$ cat src/hw/rtl/html_entity_decoder_defines.svh
// Assertion macros shared by the entity decoder RTL.
// Included by the modules that carry concurrent checks; needs clk_i and rst_ni in scope.
`ifndef HTML_ENTITY_DECODER_DEFINES_SVH
`define HTML_ENTITY_DECODER_DEFINES_SVH

`ifndef SYNTHESIS

// generic form: explicit clock and active-low reset
`define HED_ASSERT_CLK(lbl, clk, rst_n, prop) \
  lbl: assert property (@(posedge clk) disable iff (!rst_n) (prop)) \
    else $error("%m: assertion failed");

// usual form: block clock and reset
`define HED_ASSERT(lbl, prop) \
  `HED_ASSERT_CLK(lbl, clk_i, rst_ni, prop)

`else

`define HED_ASSERT_CLK(lbl, clk, rst_n, prop)

`define HED_ASSERT(lbl, prop)

`endif

`endif

$ cat src/hw/rtl/hed_pkg.sv
// Shared types for the entity decoder: the control part of a replay command.
// No dependencies.
`default_nettype none

package hed_pkg;

  // tail of a replay command: one optional byte after the held bytes
  typedef struct packed {
    logic       tail_valid;
    logic [7:0] tail_byte;
    logic       eos;
  } hed_tail_t;

endpackage

`default_nettype wire

$ cat src/hw/rtl/hed_fifo.sv
// Two-entry command queue between the matcher and the replay sequencer.
// Standalone; head entry is visible without a pop.
`default_nettype none

module hed_fifo #(
  parameter int unsigned Width = 8
) (
  input  wire logic             clk_i,
  input  wire logic             rst_ni,
  input  wire logic             push_i,
  input  wire logic [Width-1:0] push_data_i,
  output logic                  full_o,
  input  wire logic             pop_i,
  output logic [Width-1:0]      head_o,
  output logic                  empty_o
);

  logic [Width-1:0] mem_q [2];
  logic             wr_ptr_q, wr_ptr_d;
  logic             rd_ptr_q, rd_ptr_d;
  logic [1:0]       cnt_q, cnt_d;

  assign full_o  = (cnt_q == 2'd2);
  assign empty_o = (cnt_q == 2'd0);
  assign head_o  = mem_q[rd_ptr_q];

  always_comb begin
    wr_ptr_d = wr_ptr_q;
    rd_ptr_d = rd_ptr_q;
    cnt_d    = cnt_q;
    if (push_i) begin
      wr_ptr_d = ~wr_ptr_q;
    end
    if (pop_i) begin
      rd_ptr_d = ~rd_ptr_q;
    end
    if (push_i && !pop_i) begin
      cnt_d = cnt_q + 2'd1;
    end else if (pop_i && !push_i) begin
      cnt_d = cnt_q - 2'd1;
    end
  end

  always_ff @(posedge clk_i or negedge rst_ni) begin
    if (!rst_ni) begin
      wr_ptr_q <= 1'b0;
      rd_ptr_q <= 1'b0;
      cnt_q    <= 2'd0;
    end else begin
      wr_ptr_q <= wr_ptr_d;
      rd_ptr_q <= rd_ptr_d;
      cnt_q    <= cnt_d;
    end
  end

  always_ff @(posedge clk_i) begin
    if (push_i) begin
      mem_q[wr_ptr_q] <= push_data_i;
    end
  end

endmodule

`default_nettype wire

$ cat src/hw/rtl/hed_front.sv
// Front end of the entity decoder: takes input beats, tracks the entity match,
// keeps the held bytes and issues replay commands. Uses hed_pkg.
`default_nettype none

`include "html_entity_decoder_defines.svh"

module hed_front #(
  parameter int unsigned MaxDigits = 8,
  parameter int unsigned HoldCap   = ((MaxDigits + 3) > 5) ? (MaxDigits + 3) : 5
) (
  input  wire logic                           clk_i,
  input  wire logic                           rst_ni,
  input  wire logic                           in_valid_i,
  output logic                                in_stall_o,
  input  wire logic [7:0]                     data_byte_i,
  input  wire logic                           end_of_stream_i,
  input  wire logic                           full_i,
  output logic                                push_o,
  output logic [$clog2(HoldCap + 1)-1:0]      cmd_cnt_o,
  output logic [HoldCap-1:0][7:0]             cmd_bytes_o,
  output hed_pkg::hed_tail_t                  cmd_tail_o
);

  import hed_pkg::*;

  localparam int unsigned CntW     = $clog2(HoldCap + 1);
  localparam int unsigned IdxW     = $clog2(HoldCap);
  localparam int unsigned DigW     = $clog2(MaxDigits + 1);
  localparam int          NumNames = 5;

  localparam logic [2:0] PhIdle   = 3'd0;
  localparam logic [2:0] PhAmp    = 3'd1;
  localparam logic [2:0] PhHash   = 3'd2;
  localparam logic [2:0] PhHashX  = 3'd3;
  localparam logic [2:0] PhDigits = 3'd4;
  localparam logic [2:0] PhNamed  = 3'd5;

  localparam logic [7:0] ChAmp  = 8'h26;
  localparam logic [7:0] ChHash = 8'h23;
  localparam logic [7:0] ChSemi = 8'h3B;
  localparam logic [7:0] ChLx   = 8'h78;
  localparam logic [7:0] ChUx   = 8'h58;

  // &amp; &lt; &gt; &quot; &#x27;
  localparam logic [7:0] NameText [NumNames][8] = '{
    '{8'h26, 8'h61, 8'h6D, 8'h70, 8'h3B, 8'h00, 8'h00, 8'h00},
    '{8'h26, 8'h6C, 8'h74, 8'h3B, 8'h00, 8'h00, 8'h00, 8'h00},
    '{8'h26, 8'h67, 8'h74, 8'h3B, 8'h00, 8'h00, 8'h00, 8'h00},
    '{8'h26, 8'h71, 8'h75, 8'h6F, 8'h74, 8'h3B, 8'h00, 8'h00},
    '{8'h26, 8'h23, 8'h78, 8'h32, 8'h37, 8'h3B, 8'h00, 8'h00}
  };
  localparam logic [2:0] NameLen [NumNames] = '{3'd5, 3'd4, 3'd4, 3'd6, 3'd6};
  localparam logic [7:0] NameOut [NumNames] = '{8'h26, 8'h3C, 8'h3E, 8'h22, 8'h27};

  // {valid, value}
  function automatic logic [4:0] digit_of(input logic [7:0] b, input logic hex);
    logic [4:0] r;
    r = 5'd0;
    if (b >= 8'h30 && b <= 8'h39) begin
      r = {1'b1, b[3:0]};
    end else if (hex && ((b >= 8'h61 && b <= 8'h66) || (b >= 8'h41 && b <= 8'h46))) begin
      r = {1'b1, b[3:0] + 4'd9};
    end
    return r;
  endfunction

  logic [2:0]            phase_q, phase_d;
  logic [HoldCap-1:0][7:0] held_q;
  logic [CntW-1:0]       cnt_q, cnt_d;
  logic [7:0]            val_q, val_d;
  logic                  hex_q, hex_d;
  logic [DigW-1:0]       dig_q, dig_d;
  logic [NumNames-1:0]   alive_q, alive_d;

  logic                  accept;
  logic [NumNames-1:0]   hit, done;
  logic [7:0]            name_res;
  logic [4:0]            dg;
  logic                  dg_hex;
  logic [2:0]            np;
  logic [7:0]            nv;
  logic [7:0]            mul;
  logic                  nh;
  logic [DigW-1:0]       nc;
  logic                  num_done;
  logic                  hold_ok;
  logic                  wr_en;
  logic [IdxW-1:0]       wr_idx;
  logic [7:0]            wr_byte;
  hed_tail_t             tail;
  logic [CntW-1:0]       cmd_cnt;

  assign in_stall_o = full_i;
  assign accept     = in_valid_i && !full_i;

  // named entity candidates still alive after this byte
  always_comb begin
    name_res = 8'h00;
    for (int i = 0; i < NumNames; i++) begin
      hit[i]  = alive_q[i] && (cnt_q < CntW'(NameLen[i])) &&
                (NameText[i][cnt_q[2:0]] == data_byte_i);
      done[i] = hit[i] && (cnt_q == CntW'(NameLen[i]) - CntW'(1));
    end
    for (int i = NumNames - 1; i >= 0; i--) begin
      if (done[i]) begin
        name_res = NameOut[i];
      end
    end
  end

  // numeric reference tracking
  always_comb begin
    dg_hex   = (phase_q == PhHashX) ? 1'b1 : ((phase_q == PhHash) ? 1'b0 : hex_q);
    dg       = digit_of(data_byte_i, dg_hex);
    mul      = hex_q ? {val_q[3:0], 4'h0} : ({val_q[4:0], 3'b000} + {val_q[6:0], 1'b0});
    np       = PhNamed;
    nv       = val_q;
    nh       = hex_q;
    nc       = dig_q;
    num_done = 1'b0;
    unique case (phase_q)
      PhAmp: begin
        if (data_byte_i == ChHash) begin
          np = PhHash;
        end
      end
      PhHash: begin
        if (data_byte_i == ChLx || data_byte_i == ChUx) begin
          np = PhHashX;
          nh = 1'b1;
        end else if (dg[4]) begin
          np = PhDigits;
          nv = {4'h0, dg[3:0]};
          nc = DigW'(1);
        end
      end
      PhHashX: begin
        if (dg[4]) begin
          np = PhDigits;
          nv = {4'h0, dg[3:0]};
          nc = DigW'(1);
        end
      end
      PhDigits: begin
        if (data_byte_i == ChSemi) begin
          num_done = 1'b1;
        end else if (dg[4] && dig_q < DigW'(MaxDigits)) begin
          np = PhDigits;
          nv = mul + {4'h0, dg[3:0]};
          nc = dig_q + DigW'(1);
        end
      end
      default: begin
      end
    endcase
    hold_ok = ((np != PhNamed) || (|hit)) && (cnt_q < CntW'(HoldCap));
  end

  always_comb begin
    phase_d = phase_q;
    cnt_d   = cnt_q;
    val_d   = val_q;
    hex_d   = hex_q;
    dig_d   = dig_q;
    alive_d = alive_q;
    wr_en   = 1'b0;
    wr_idx  = cnt_q[IdxW-1:0];
    wr_byte = data_byte_i;
    cmd_cnt = '0;
    tail.tail_valid = 1'b0;
    tail.tail_byte  = data_byte_i;
    tail.eos        = end_of_stream_i;

    if (accept) begin
      if (phase_q == PhIdle || done != '0 || num_done || !hold_ok) begin
        // any held bytes go out first on a break
        if (phase_q != PhIdle && done == '0 && !num_done) begin
          cmd_cnt = cnt_q;
        end
        phase_d = PhIdle;
        cnt_d   = '0;
        val_d   = 8'h00;
        hex_d   = 1'b0;
        dig_d   = '0;
        if (phase_q != PhIdle && (done != '0 || num_done)) begin
          tail.tail_valid = 1'b1;
          tail.tail_byte  = (done != '0) ? name_res : val_q;
        end else if (data_byte_i == ChAmp) begin
          if (end_of_stream_i) begin
            tail.tail_valid = 1'b1;
          end else begin
            phase_d = PhAmp;
            cnt_d   = CntW'(1);
            alive_d = '1;
            wr_en   = 1'b1;
            wr_idx  = '0;
            wr_byte = ChAmp;
          end
        end else begin
          tail.tail_valid = 1'b1;
        end
      end else if (end_of_stream_i) begin
        // byte would be held, but the stream ends: flush everything literally
        cmd_cnt         = cnt_q;
        tail.tail_valid = 1'b1;
        phase_d = PhIdle;
        cnt_d   = '0;
        val_d   = 8'h00;
        hex_d   = 1'b0;
        dig_d   = '0;
      end else begin
        wr_en   = 1'b1;
        cnt_d   = cnt_q + CntW'(1);
        phase_d = np;
        val_d   = nv;
        hex_d   = nh;
        dig_d   = nc;
        alive_d = hit;
      end
    end
  end

  assign push_o      = accept && ((cmd_cnt != '0) || tail.tail_valid);
  assign cmd_cnt_o   = cmd_cnt;
  assign cmd_bytes_o = held_q;
  assign cmd_tail_o  = tail;

  always_ff @(posedge clk_i or negedge rst_ni) begin
    if (!rst_ni) begin
      phase_q <= PhIdle;
      cnt_q   <= '0;
      val_q   <= 8'h00;
      hex_q   <= 1'b0;
      dig_q   <= '0;
      alive_q <= '0;
    end else begin
      phase_q <= phase_d;
      cnt_q   <= cnt_d;
      val_q   <= val_d;
      hex_q   <= hex_d;
      dig_q   <= dig_d;
      alive_q <= alive_d;
    end
  end

  always_ff @(posedge clk_i) begin
    if (wr_en) begin
      held_q[wr_idx] <= wr_byte;
    end
  end

  `HED_ASSERT(a_idle_empty, (phase_q == PhIdle) |-> (cnt_q == '0))
  `HED_ASSERT(a_busy_holds, (phase_q != PhIdle) |-> (cnt_q != '0))
  `HED_ASSERT(a_cnt_cap, cnt_q <= CntW'(HoldCap))

endmodule

`default_nettype wire

$ cat src/hw/rtl/hed_back.sv
// Back end of the entity decoder: walks the head command of the queue and
// emits its bytes through the output register. Uses hed_pkg.
`default_nettype none

`include "html_entity_decoder_defines.svh"

module hed_back #(
  parameter int unsigned HoldCap = 11
) (
  input  wire logic                         clk_i,
  input  wire logic                         rst_ni,
  input  wire logic                         empty_i,
  output logic                              pop_o,
  input  wire logic [$clog2(HoldCap + 1)-1:0] head_cnt_i,
  input  wire logic [HoldCap-1:0][7:0]      head_bytes_i,
  input  wire hed_pkg::hed_tail_t           head_tail_i,
  output logic                              out_valid_o,
  input  wire logic                         out_stall_i,
  output logic [7:0]                        out_byte_o,
  output logic                              run_last_o,
  output logic                              stream_done_o
);

  import hed_pkg::*;

  localparam int unsigned CntW = $clog2(HoldCap + 1);
  localparam int unsigned SelW = $clog2(HoldCap);

  logic [CntW-1:0] idx_q, idx_d;
  logic            out_valid_q, out_valid_d;
  logic [7:0]      out_byte_q;
  logic            run_last_q;
  logic            stream_done_q;

  logic            emit;
  logic            is_last;
  logic [7:0]      cur_byte;

  assign emit     = !empty_i && (!out_valid_q || !out_stall_i);
  assign cur_byte = (idx_q < head_cnt_i) ? head_bytes_i[idx_q[SelW-1:0]]
                                         : head_tail_i.tail_byte;
  assign is_last  = head_tail_i.tail_valid ? (idx_q == head_cnt_i)
                                           : (idx_q == head_cnt_i - CntW'(1));
  assign pop_o    = emit && is_last;

  always_comb begin
    idx_d       = idx_q;
    out_valid_d = out_valid_q;
    if (emit) begin
      idx_d       = is_last ? '0 : idx_q + CntW'(1);
      out_valid_d = 1'b1;
    end else if (!out_stall_i) begin
      out_valid_d = 1'b0;
    end
  end

  always_ff @(posedge clk_i or negedge rst_ni) begin
    if (!rst_ni) begin
      idx_q       <= '0;
      out_valid_q <= 1'b0;
    end else begin
      idx_q       <= idx_d;
      out_valid_q <= out_valid_d;
    end
  end

  always_ff @(posedge clk_i) begin
    if (emit) begin
      out_byte_q    <= cur_byte;
      run_last_q    <= is_last;
      stream_done_q <= is_last && head_tail_i.eos;
    end
  end

  assign out_valid_o   = out_valid_q;
  assign out_byte_o    = out_byte_q;
  assign run_last_o    = run_last_q;
  assign stream_done_o = stream_done_q;

  `HED_ASSERT(a_idx_range, !empty_i |-> (idx_q <= head_cnt_i))
  `HED_ASSERT(a_idx_rest, empty_i |-> (idx_q == '0))
  `HED_ASSERT(a_pop_marks_last, pop_o |=> (out_valid_o && run_last_o))

endmodule

`default_nettype wire

$ cat src/hw/rtl/html_entity_decoder.sv
// Streaming HTML entity decoder, top level.
// Instantiates hed_front, hed_fifo and hed_back; uses hed_pkg.
//
// Input channel: one text byte per beat (data_byte_i, end_of_stream_i), taken at an
// edge with in_valid_i high and in_stall_o low. Output channel: one byte per beat
// (out_byte_o, run_last_o, stream_done_o) under out_valid_o / out_stall_i.
// Decodes &amp; &lt; &gt; &quot; &#x27; and &#ddd; / &#xhh; (low 8 bits of the value,
// at most MaxDigits digits). Bytes of a possible entity are held; on a mismatch or at
// end of stream they are replayed literally, then the breaking byte is rescanned.
// run_last_o marks the last output beat caused by one input beat; stream_done_o marks
// the last output beat of an input beat that carried end_of_stream_i.
// Timing: the front classifies a byte in the cycle it is taken; its replay command
// enters a two-entry queue; the back emits one output beat per cycle from the queue
// head into the output register unless a stalled beat holds it. Pass-through text runs
// at 1 byte per cycle while the output does not stall; an input beat that causes n
// results (n up to HoldCap + 1) holds the back until all n are out; the input stalls
// once the queue holds two commands. A beat that is only held makes no output.
// Reset: all match state clears to idle, the queue empties, out_valid_o drops.
// A stalled output holds its beat; the queue keeps accepting until full.
`default_nettype none

module html_entity_decoder #(
  parameter int unsigned MaxDigits = 8
) (
  input  wire logic       clk_i,
  input  wire logic       rst_ni,
  input  wire logic       in_valid_i,
  output logic            in_stall_o,
  input  wire logic [7:0] data_byte_i,
  input  wire logic       end_of_stream_i,
  output logic            out_valid_o,
  input  wire logic       out_stall_i,
  output logic [7:0]      out_byte_o,
  output logic            run_last_o,
  output logic            stream_done_o
);

  import hed_pkg::*;

  // longest hold: "&#x" plus all digits, or the longest name prefix
  localparam int unsigned HoldCap = ((MaxDigits + 3) > 5) ? (MaxDigits + 3) : 5;
  localparam int unsigned CntW    = $clog2(HoldCap + 1);
  localparam int unsigned TailW   = $bits(hed_tail_t);
  localparam int unsigned BytesW  = HoldCap * 8;
  localparam int unsigned EntryW  = CntW + BytesW + TailW;

  logic                    push;
  logic                    full;
  logic                    pop;
  logic                    empty;
  logic [CntW-1:0]         cmd_cnt;
  logic [HoldCap-1:0][7:0] cmd_bytes;
  hed_tail_t               cmd_tail;
  logic [EntryW-1:0]       head;
  logic [CntW-1:0]         head_cnt;
  logic [HoldCap-1:0][7:0] head_bytes;
  hed_tail_t               head_tail;

  // front: matcher and held-byte store
  hed_front #(
    .MaxDigits (MaxDigits),
    .HoldCap   (HoldCap)
  ) u_front (
    .clk_i           (clk_i),
    .rst_ni          (rst_ni),
    .in_valid_i      (in_valid_i),
    .in_stall_o      (in_stall_o),
    .data_byte_i     (data_byte_i),
    .end_of_stream_i (end_of_stream_i),
    .full_i          (full),
    .push_o          (push),
    .cmd_cnt_o       (cmd_cnt),
    .cmd_bytes_o     (cmd_bytes),
    .cmd_tail_o      (cmd_tail)
  );

  // command queue: {held count, held bytes, tail}
  hed_fifo #(
    .Width (EntryW)
  ) u_fifo (
    .clk_i       (clk_i),
    .rst_ni      (rst_ni),
    .push_i      (push),
    .push_data_i ({cmd_cnt, cmd_bytes, cmd_tail}),
    .full_o      (full),
    .pop_i       (pop),
    .head_o      (head),
    .empty_o     (empty)
  );

  assign head_cnt   = head[EntryW-1 -: CntW];
  assign head_bytes = head[TailW +: BytesW];
  assign head_tail  = head[TailW-1:0];

  // back: replay sequencer and output register
  hed_back #(
    .HoldCap (HoldCap)
  ) u_back (
    .clk_i         (clk_i),
    .rst_ni        (rst_ni),
    .empty_i       (empty),
    .pop_o         (pop),
    .head_cnt_i    (head_cnt),
    .head_bytes_i  (head_bytes),
    .head_tail_i   (head_tail),
    .out_valid_o   (out_valid_o),
    .out_stall_i   (out_stall_i),
    .out_byte_o    (out_byte_o),
    .run_last_o    (run_last_o),
    .stream_done_o (stream_done_o)
  );

endmodule

`default_nettype wire
$ cat config.mk
export PLATFORM = sky130hd
export DESIGN_NAME = html_entity_decoder
export DESIGN_NICKNAME = d
export VERILOG_FILES = /design/src/hw/rtl/hed_pkg.sv /design/src/hw/rtl/hed_fifo.sv /design/src/hw/rtl/hed_front.sv /design/src/hw/rtl/hed_back.sv /design/src/hw/rtl/html_entity_decoder.sv
export VERILOG_INCLUDE_DIRS = /design/src /design/src/hw/rtl
export SDC_FILE = /design/constraint.sdc
export NUM_CORES = 1
export LEC_CHECK = 0
export ABC_CLOCK_PERIOD_IN_PS = 11510
export BUFFER_PORTS_ARGS = -buffer_cell sky130_fd_sc_hd__clkbuf_2
export CORE_AREA = 2 2 166 168
export CTS_CLUSTER_DIAMETER = 80
export CTS_CLUSTER_SIZE = 14
export DETAILED_ROUTE_END_ITERATION = 16
export DIE_AREA = 0 0 168 170
export PLACE_DENSITY = 0.73
export RECOVER_POWER = 50
export SLEW_MARGIN = 10
export SYNTH_ARGS = -nofsm -noshare
export SYNTH_HDL_FRONTEND = slang
export SYNTH_HIERARCHICAL = 1
export SYNTH_SLANG_ARGS = --single-unit
$ cat constraint.sdc
create_clock -name clk_i -period 11.51 [get_ports clk_i]
set_input_delay 2.302 -clock clk_i [delete_from_list [all_inputs] [get_ports clk_i]]
set_output_delay 2.302 -clock clk_i [all_outputs]
set_load 0.02 [all_outputs]
; ---- After elaboration in Yosys (flattened, before gate mapping)
; Memories as Yosys holds them, arrays and structs flattened.
; Cells that the tools add are included.
[totals]
ff_bits = 132
elab_cells = 252
romBits = 320
n_memories = 6
input_bits = 13
mem_bits_rw = 204
output_inout_bits = 12
[memory_table]
columns = name, words, width, rd, rd_ports_with_merged_regs, write_ports, line
row1 = u_fifo.mem_q, 2, 102, 1, 0, 1, hed_fifo.sv:18  ; logic [Width-1:0] mem_q [2];
row2 = (name not given), 8, 8, 1, 0, 0, hed_front.sv:101  ; (NameText[i][cnt_q[2:0]] == data_byte_i);
row3 = (name not given), 8, 8, 1, 0, 0, hed_front.sv:101
row4 = (name not given), 8, 8, 1, 0, 0, hed_front.sv:101
row5 = (name not given), 8, 8, 1, 0, 0, hed_front.sv:101
row6 = (name not given), 8, 8, 1, 0, 0, hed_front.sv:101
[classes]
eq_ne = 29
n_bitwise = 3
addsub = 9
reduce_logical = 63
order_cmp = 16
muxes = 101
[op_table]
columns = cell, count
row1 = $mux W8, 32
row2 = $bwmux W88, 1
row3 = $mux W4, 19
row4 = $eq A8 B8 Y1, 5
row5 = $mux W5, 7
row6 = $bmux W8 S4, 1
row7 = $demux W8 S4, 1
row8 = $logic_and A1 B1 Y1, 32
row9 = $mux W1, 26
row10 = $eq A8 B6 Y1 const B, 3
row11 = $pmux W8 S3, 1
row12 = $mux W3, 7
row13 = $eq A8 B7 Y1 const B, 2
row14 = $ge A8 B7 Y1 const B, 2
row15 = $le A8 B7 Y1 const B, 2
row16 = $add A4 B1 Y4 const B, 3
row17 = $lt A4 B3 Y1 const B, 3
row18 = $pmux W3 S4, 1
row19 = $pmux W4 S3, 1
row20 = $lt A4 B5 Y1 const B, 2
row21 = $reduce_and A5 Y1, 2
row22 = $reduce_bool A5 Y1, 2
row23 = $logic_or A1 B1 Y1, 9
row24 = $mux W9, 1
row25 = 38 further kinds, 56

; ---- Logic depth before layout (Yosys ltp)
[depth]
word_depth = 24
ltp_mapped = 18

; ---- Cells and area by module
; The synthesis kept the hierarchy.
[by_module_without_submodules]
columns = module, area_each_um2, seq_area_each_um2, instances, cells_per_inst
row1 = hed_fifo, 7562.3, 6226.0, 1, 333
row2 = hed_front, 6042.0, 3268.1, 1, 497
row3 = hed_back, 1529.0, 425.4, 1, 126

; ---- Worst setup path before layout
; OpenSTA, ideal clock, no wires.
[synth_timing]
path_kind = input-to-reg
from = in data_byte_i[1]
to = mem u_fifo/mem_q[0][0] (netlist name) (enable)
required_ps = 10934
setup_ps = 576
setup_slack_ps = 1758
cell_stages = 12
arrival_time_ps = 9176
n_path_buf = 1
cell_sequence = buf_4 > clkinv_1 > ha_1 > o21bai_1 > a21oi_1 > o311a_2 > o211ai_2 > nor4b_4 > nor2_1 > nor4b_4 > a21o_1 > nor2b_1
[synth_via]
elab_chain_len = 22
word_cells_on_any_way = 70
classes_between = order compare (6) / eq/ne (11) / mux (19) / reduce/logical (34)
[synth_lines]
columns = element, line
row1 = "start, declared", html_entity_decoder.sv:29  ; input wire logic [7:0] data_byte_i,
row2 = $ge A8 B7 Y1 / $le A8 B7 Y1 (equally long branches), hed_front.sv:61  ; end else if (hex && ((b >= 8'h61 && b <= 8'h66) || (b >= 8'h41 && b <= 8'h46))) begin
row3 = $logic_and A1 B1 Y1, hed_front.sv:61
row4 = $logic_or A1 B1 Y1, hed_front.sv:61
row5 = $logic_and A1 B1 Y1, hed_front.sv:61
row6 = $mux W5, hed_front.sv:61
row7 = $mux W5, hed_front.sv:59  ; if (b >= 8'h30 && b <= 8'h39) begin
row8 = $logic_and A1 B1 Y1, hed_front.sv:147  ; end else if (dg[4] && dig_q < DigW'(MaxDigits)) begin
row9 = $mux W1, hed_front.sv:147
row10 = [7 not listed], -
row11 = $mux W4, hed_front.sv:175  ; if (phase_q == PhIdle || done != '0 || num_done || !hold_ok) begin
row12 = $mux W4, hed_front.sv:174  ; if (accept) begin
row13 = $reduce_bool A4 Y1, hed_front.sv:223  ; assign push_o = accept && ((cmd_cnt != '0) || tail.tail_valid);
row14 = $logic_or A1 B1 Y1 (*), hed_front.sv:223
row15 = $logic_and A1 B1 Y1 (*), hed_front.sv:223
row16 = named net push, html_entity_decoder.sv:47  ; logic push;
row17 = $mux W1 (*), hed_fifo.sv:57  ; if (push_i) begin
row18 = $mux W1 (implied by the code) (*), hed_fifo.sv:58  ; mem_q[wr_ptr_q] <= push_data_i;
row19 = "end, declared", hed_fifo.sv:18
; The timed path passes the listed nets; every way through them passes the cells marked *.

; ---- Final worst setup path
[layout_timing]
from = in data_byte_i[3]
to = reg u_front.held_q (netlist bit u_front/cmd_bytes_o[12]) (enable)
[layout_via]
elab_chain_len = 17
word_cells_on_any_way = 58
classes_between = order compare (6) / eq/ne (11) / mux (14) / reduce/logical (27)
[layout_lines]
columns = element, line
row1 = $ge A8 B7 Y1 / $le A8 B7 Y1 (equally long branches), hed_front.sv:61
row2 = $logic_and A1 B1 Y1, hed_front.sv:61
row3 = $logic_or A1 B1 Y1, hed_front.sv:61
row4 = $logic_and A1 B1 Y1, hed_front.sv:61
row5 = $mux W5, hed_front.sv:61
row6 = $mux W5, hed_front.sv:59
row7 = $logic_and A1 B1 Y1, hed_front.sv:147
row8 = $mux W1, hed_front.sv:147
row9 = $mux W3, hed_front.sv:145  ; if (data_byte_i == ChSemi) begin
row10 = $pmux W3 S4, hed_front.sv:121  ; unique case (phase_q)
row11 = $ne A3 B3 Y1, hed_front.sv:156  ; hold_ok = ((np != PhNamed) || (|hit)) && (cnt_q < CntW'(HoldCap));
row12 = $logic_or A1 B1 Y1, hed_front.sv:156
row13 = $logic_and A1 B1 Y1, hed_front.sv:156
row14 = $logic_not A1 Y1, hed_front.sv:175
row15 = $logic_or A1 B1 Y1, hed_front.sv:175
row16 = $mux W1 (*), hed_front.sv:175
row17 = $mux W1 (*), hed_front.sv:174
row18 = "end signal, assigned by index", hed_front.sv:248  ; held_q[wr_idx] <= wr_byte;
row19 = "end, declared", hed_front.sv:68  ; logic [HoldCap-1:0][7:0] held_q;
; Every way passes the cells marked *; elsewhere a longest branch is shown, timed or not.
; A chain may end at the register's enable or synchronous reset.

==> results.md <==
- Clock slew at reported path FFs: 0.06 ns
- Post-CTS setup buffer count: 0
- Reg2reg setup slack: 4.62 ns
- Tot GR Track Use: 20.9%
- Vias per inst: 6.02
- Max Cap Violations: 5
- Flop and latch count out of synthesis: 336
- Vias in the first global route: 7924
- CTS tree: done
- Yosys cell types: 90
- Min-Delay Path Class: reg -> reg
- Crit. End Element: flip-flop
- 1st-pass router iterations: 8
- Top post-synthesis cells by area: edfxtp_1 60%, mux2_2 8.7%, dfrtp_1 5.6%
- Syn Area/Cell: 15.8 um^2
- Most frequent cells in the layout: 302 x edfxtp_1, 113 x mux2_2, 46 x nand2_1, 42 x clkbuf_1, 41 x nor2_1
- Mapped Area: 0.0151 mm^2
- RSZ-0062 raised after global routing: no
- Cts bufs inserted: 28
- Highest clock rate: 123 MHz
- First-pass GRT wire length: 45.2 mm
- H-Tree Depth: 1
- Hold Crit Depth: 0
- Syn. warnings: 6
- DRC: 0
- Post-CTS resize count: 0
- DR WL/cell: 22.1 um
- Final wirelength: 29.4 mm
- Tmin final: 8.16 ns
- WHS: 0.430 ns
- Final worst-path cycle share: 70.9%
- Hold Path End: u_fifo/mem_q[0][31]$_DFFE_PP_
- Die area: 0.0286 mm^2
- Synth Net Count: 1005
- Synth Flop Type: edfxtp_1
- R2r worst-path depth: 10
- Vias: 8019
- Final Setup Violations: 0
- Crit path arrival time: 8.31 ns
- Rel. slew slack: -94.5%
- Most common cell after layout, fill and taps aside: edfxtp_1
- Sequential area share after synthesis: 65.5%
- Site Rows: 60
- Peak VDD IR: 150 uV
- CTS Root Buffer Type: clkbuf_16
- Routability Congestion: 0.907
- Data required, critical path: 11.66 ns
- I/O Pins: 25
- Post-DRT Antenna Nets: 0
- Clk Latency, worst-skew pair: 0.55 ns
- Area Growth Syn to Fin: 6.34%
- Slew @ Worst Pin: 2.92 ns
- FF-to-FF Start: u_front/cnt_q[0]$_DFFE_PN0P_
- P_leak: 5.53 nW
- CP Launch Type: primary input
- PwrDens: 214 mW/mm^2
- R2R Path End: u_front/cmd_bytes_o[12]$_DFFE_PP_
- Layout cells sized above 1: 19.7%
- CP Max Fanout: 25
- Setup_tns: 0 ns
- Core area: 0.0267 mm^2
- Sink Count: 336
- Slew Viols, Final: 179
- DRT iter0 DRCs: 674
- Clock Path Buffers: 3
- Design Power: 3.45 mW
- Initial antenna violation count: 0
- Hold Violations, Final: 0
- Setup Skew: 0.0138 ns
- Fin nets: 1016
- Largest net degree at the start of global routing: 58
- DP HPWL: 18.3 mm
- Worst hold start: u_front/cmd_bytes_o[21]$_DFFE_PP_
- Grt ovf: 0
- Die Wd: 168 um
- Initial Util: 56.8%
- Asr flop ratio synth: 10.1%
- Outcome: complete, but fails checks
- Failing checks: max-capacitance violations, max-slew violations
- Die Ht: 170 um
- Hold bufs inserted after CTS: 0
- Post-Syn Instances: 956
- Port bufs: 24
- WS Path Type: in -> reg
- Area leader, netlist: edfxtp_1
- Top cell type's share of synthesized area: 59.9%
- Post-synth EDFFs: 302
==> registers in the layout, summed over array words and instances (netlist names) <==
name,flops
u_fifo/wr_ptr_q,1
u_front/phase_q,3
u_fifo/rd_ptr_q,1
u_back/idx_q,4
u_back/out_byte_o,8
u_fifo/mem_q,204
u_back/stream_done_o,1
u_back/out_valid_o,1
u_front/cmd_bytes_o,88
u_fifo/cnt_q,2
u_back/run_last_o,1
u_front/val_q,8
u_front/alive_q,5
u_front/dig_q,4
u_front/cnt_q,4
u_front/hex_q,1
==> synthesized netlist by cell type (all sizes together), types with 7 or more instances <==
library cell / n
xnor2: 23
ha: 34
a21oi: 22
mux4: 16
and2: 9
nand2b: 8
o21bai: 7
mux2i: 20
nand2: 47
inv: 25
nor3: 22
a22oi: 8
nor2b: 13
edfxtp: 302
dfrtp: 34
xor2: 16
buf: 39
mux2: 120
nand3: 14
nor2: 41
o21ai: 28
clkbuf: 11
==> critical path, stage by stage <==
cell and delay [ns]:
clkbuf_1 1.05, inv_1 0.27, xnor2_1 0.29, nor2_1 0.10, o2111a_1 0.34, or4_1 0.63, nor4_1 2.03, nand2_1 0.35
nor2_1 0.93
==> layout make-up <==
class	instances	area [um^2]
inverter	26	97.6
sequential	336	9920
clock inverter	3	36.3
clock buffer	49	779
multi-input combinational	543	4680
antenna	1	2.50
tap	341	427
timing repair buffer	32	151
fill	1968	10600
==> logic make-up (layout without fill, tap and decap cells) <==
family | Yosys count | in the layout | synth area share [%]
other | 0 | 1 | 0
AOI/OAI and AO/OA | 121 | 121 | 6.04
adders and majority gates | 36 | 36 | 3.08
and+or+nand+nor | 190 | 190 | 6.95
xor gates and xnor gates | 40 | 40 | 2.41
DFF | 336 | 336 | 65.5
muxes | 156 | 156 | 12.7
buffers and inverters | 77 | 110 | 3.26
==> where the power goes <==
part / leakage [nW] / total (mW) / switching [mW] / internal [mW]
clock network: 0.385 / 0.862 / 0.402 / 0.460
registers: 3.24 / 1.67 / 0.104 / 1.57
logic: 1.90 / 0.915 / 0.483 / 0.433
==> worst max-delay path by stage <==
| stage | start | slack (ns) | endpoint |
|---|---|---|---|
| floorplan | data_byte_i[1] | 1.76 | u_fifo/mem_q[0][0]$_DFFE_PP_ |
| global placement | data_byte_i[1] | 4.50 | u_fifo/mem_q[0][3]$_DFFE_PP_ |
| detailed placement | data_byte_i[1] | 4.31 | u_fifo/mem_q[0][3]$_DFFE_PP_ |
| CTS | data_byte_i[1] | 4.86 | u_fifo/mem_q[0][64]$_DFFE_PP_ |
| global route | data_byte_i[3] | 3.12 | u_front/cmd_bytes_o[12]$_DFFE_PP_ |
| finish | data_byte_i[3] | 3.35 | u_front/cmd_bytes_o[12]$_DFFE_PP_ |
==> metal layers <==
metal	part of all wire (%)	routed length, um	vias to the layer above	track usage, %
li1	-	-	3669	-
met1	45	13200	4025	30.0
met2	47	13900	278	34.1
met3	6.2	1830	47	3.07
met4	1.6	476	0	4.80
met5	0	0	-	0
==> metrics by stage <==
stage	std cells	util [%]	area, um^2	setup WS [ns]
after floorplan	956	-	15100	1.76
after global routing	1330	60.4	16100	3.12
after detailed placement	1278	57.7	15400	4.31
after CTS	1330	60.7	16200	4.86
after global placement	1278	57.7	15400	4.50
final	1331	60.4	16100	3.35
Power figures use the tool's default switching activity.
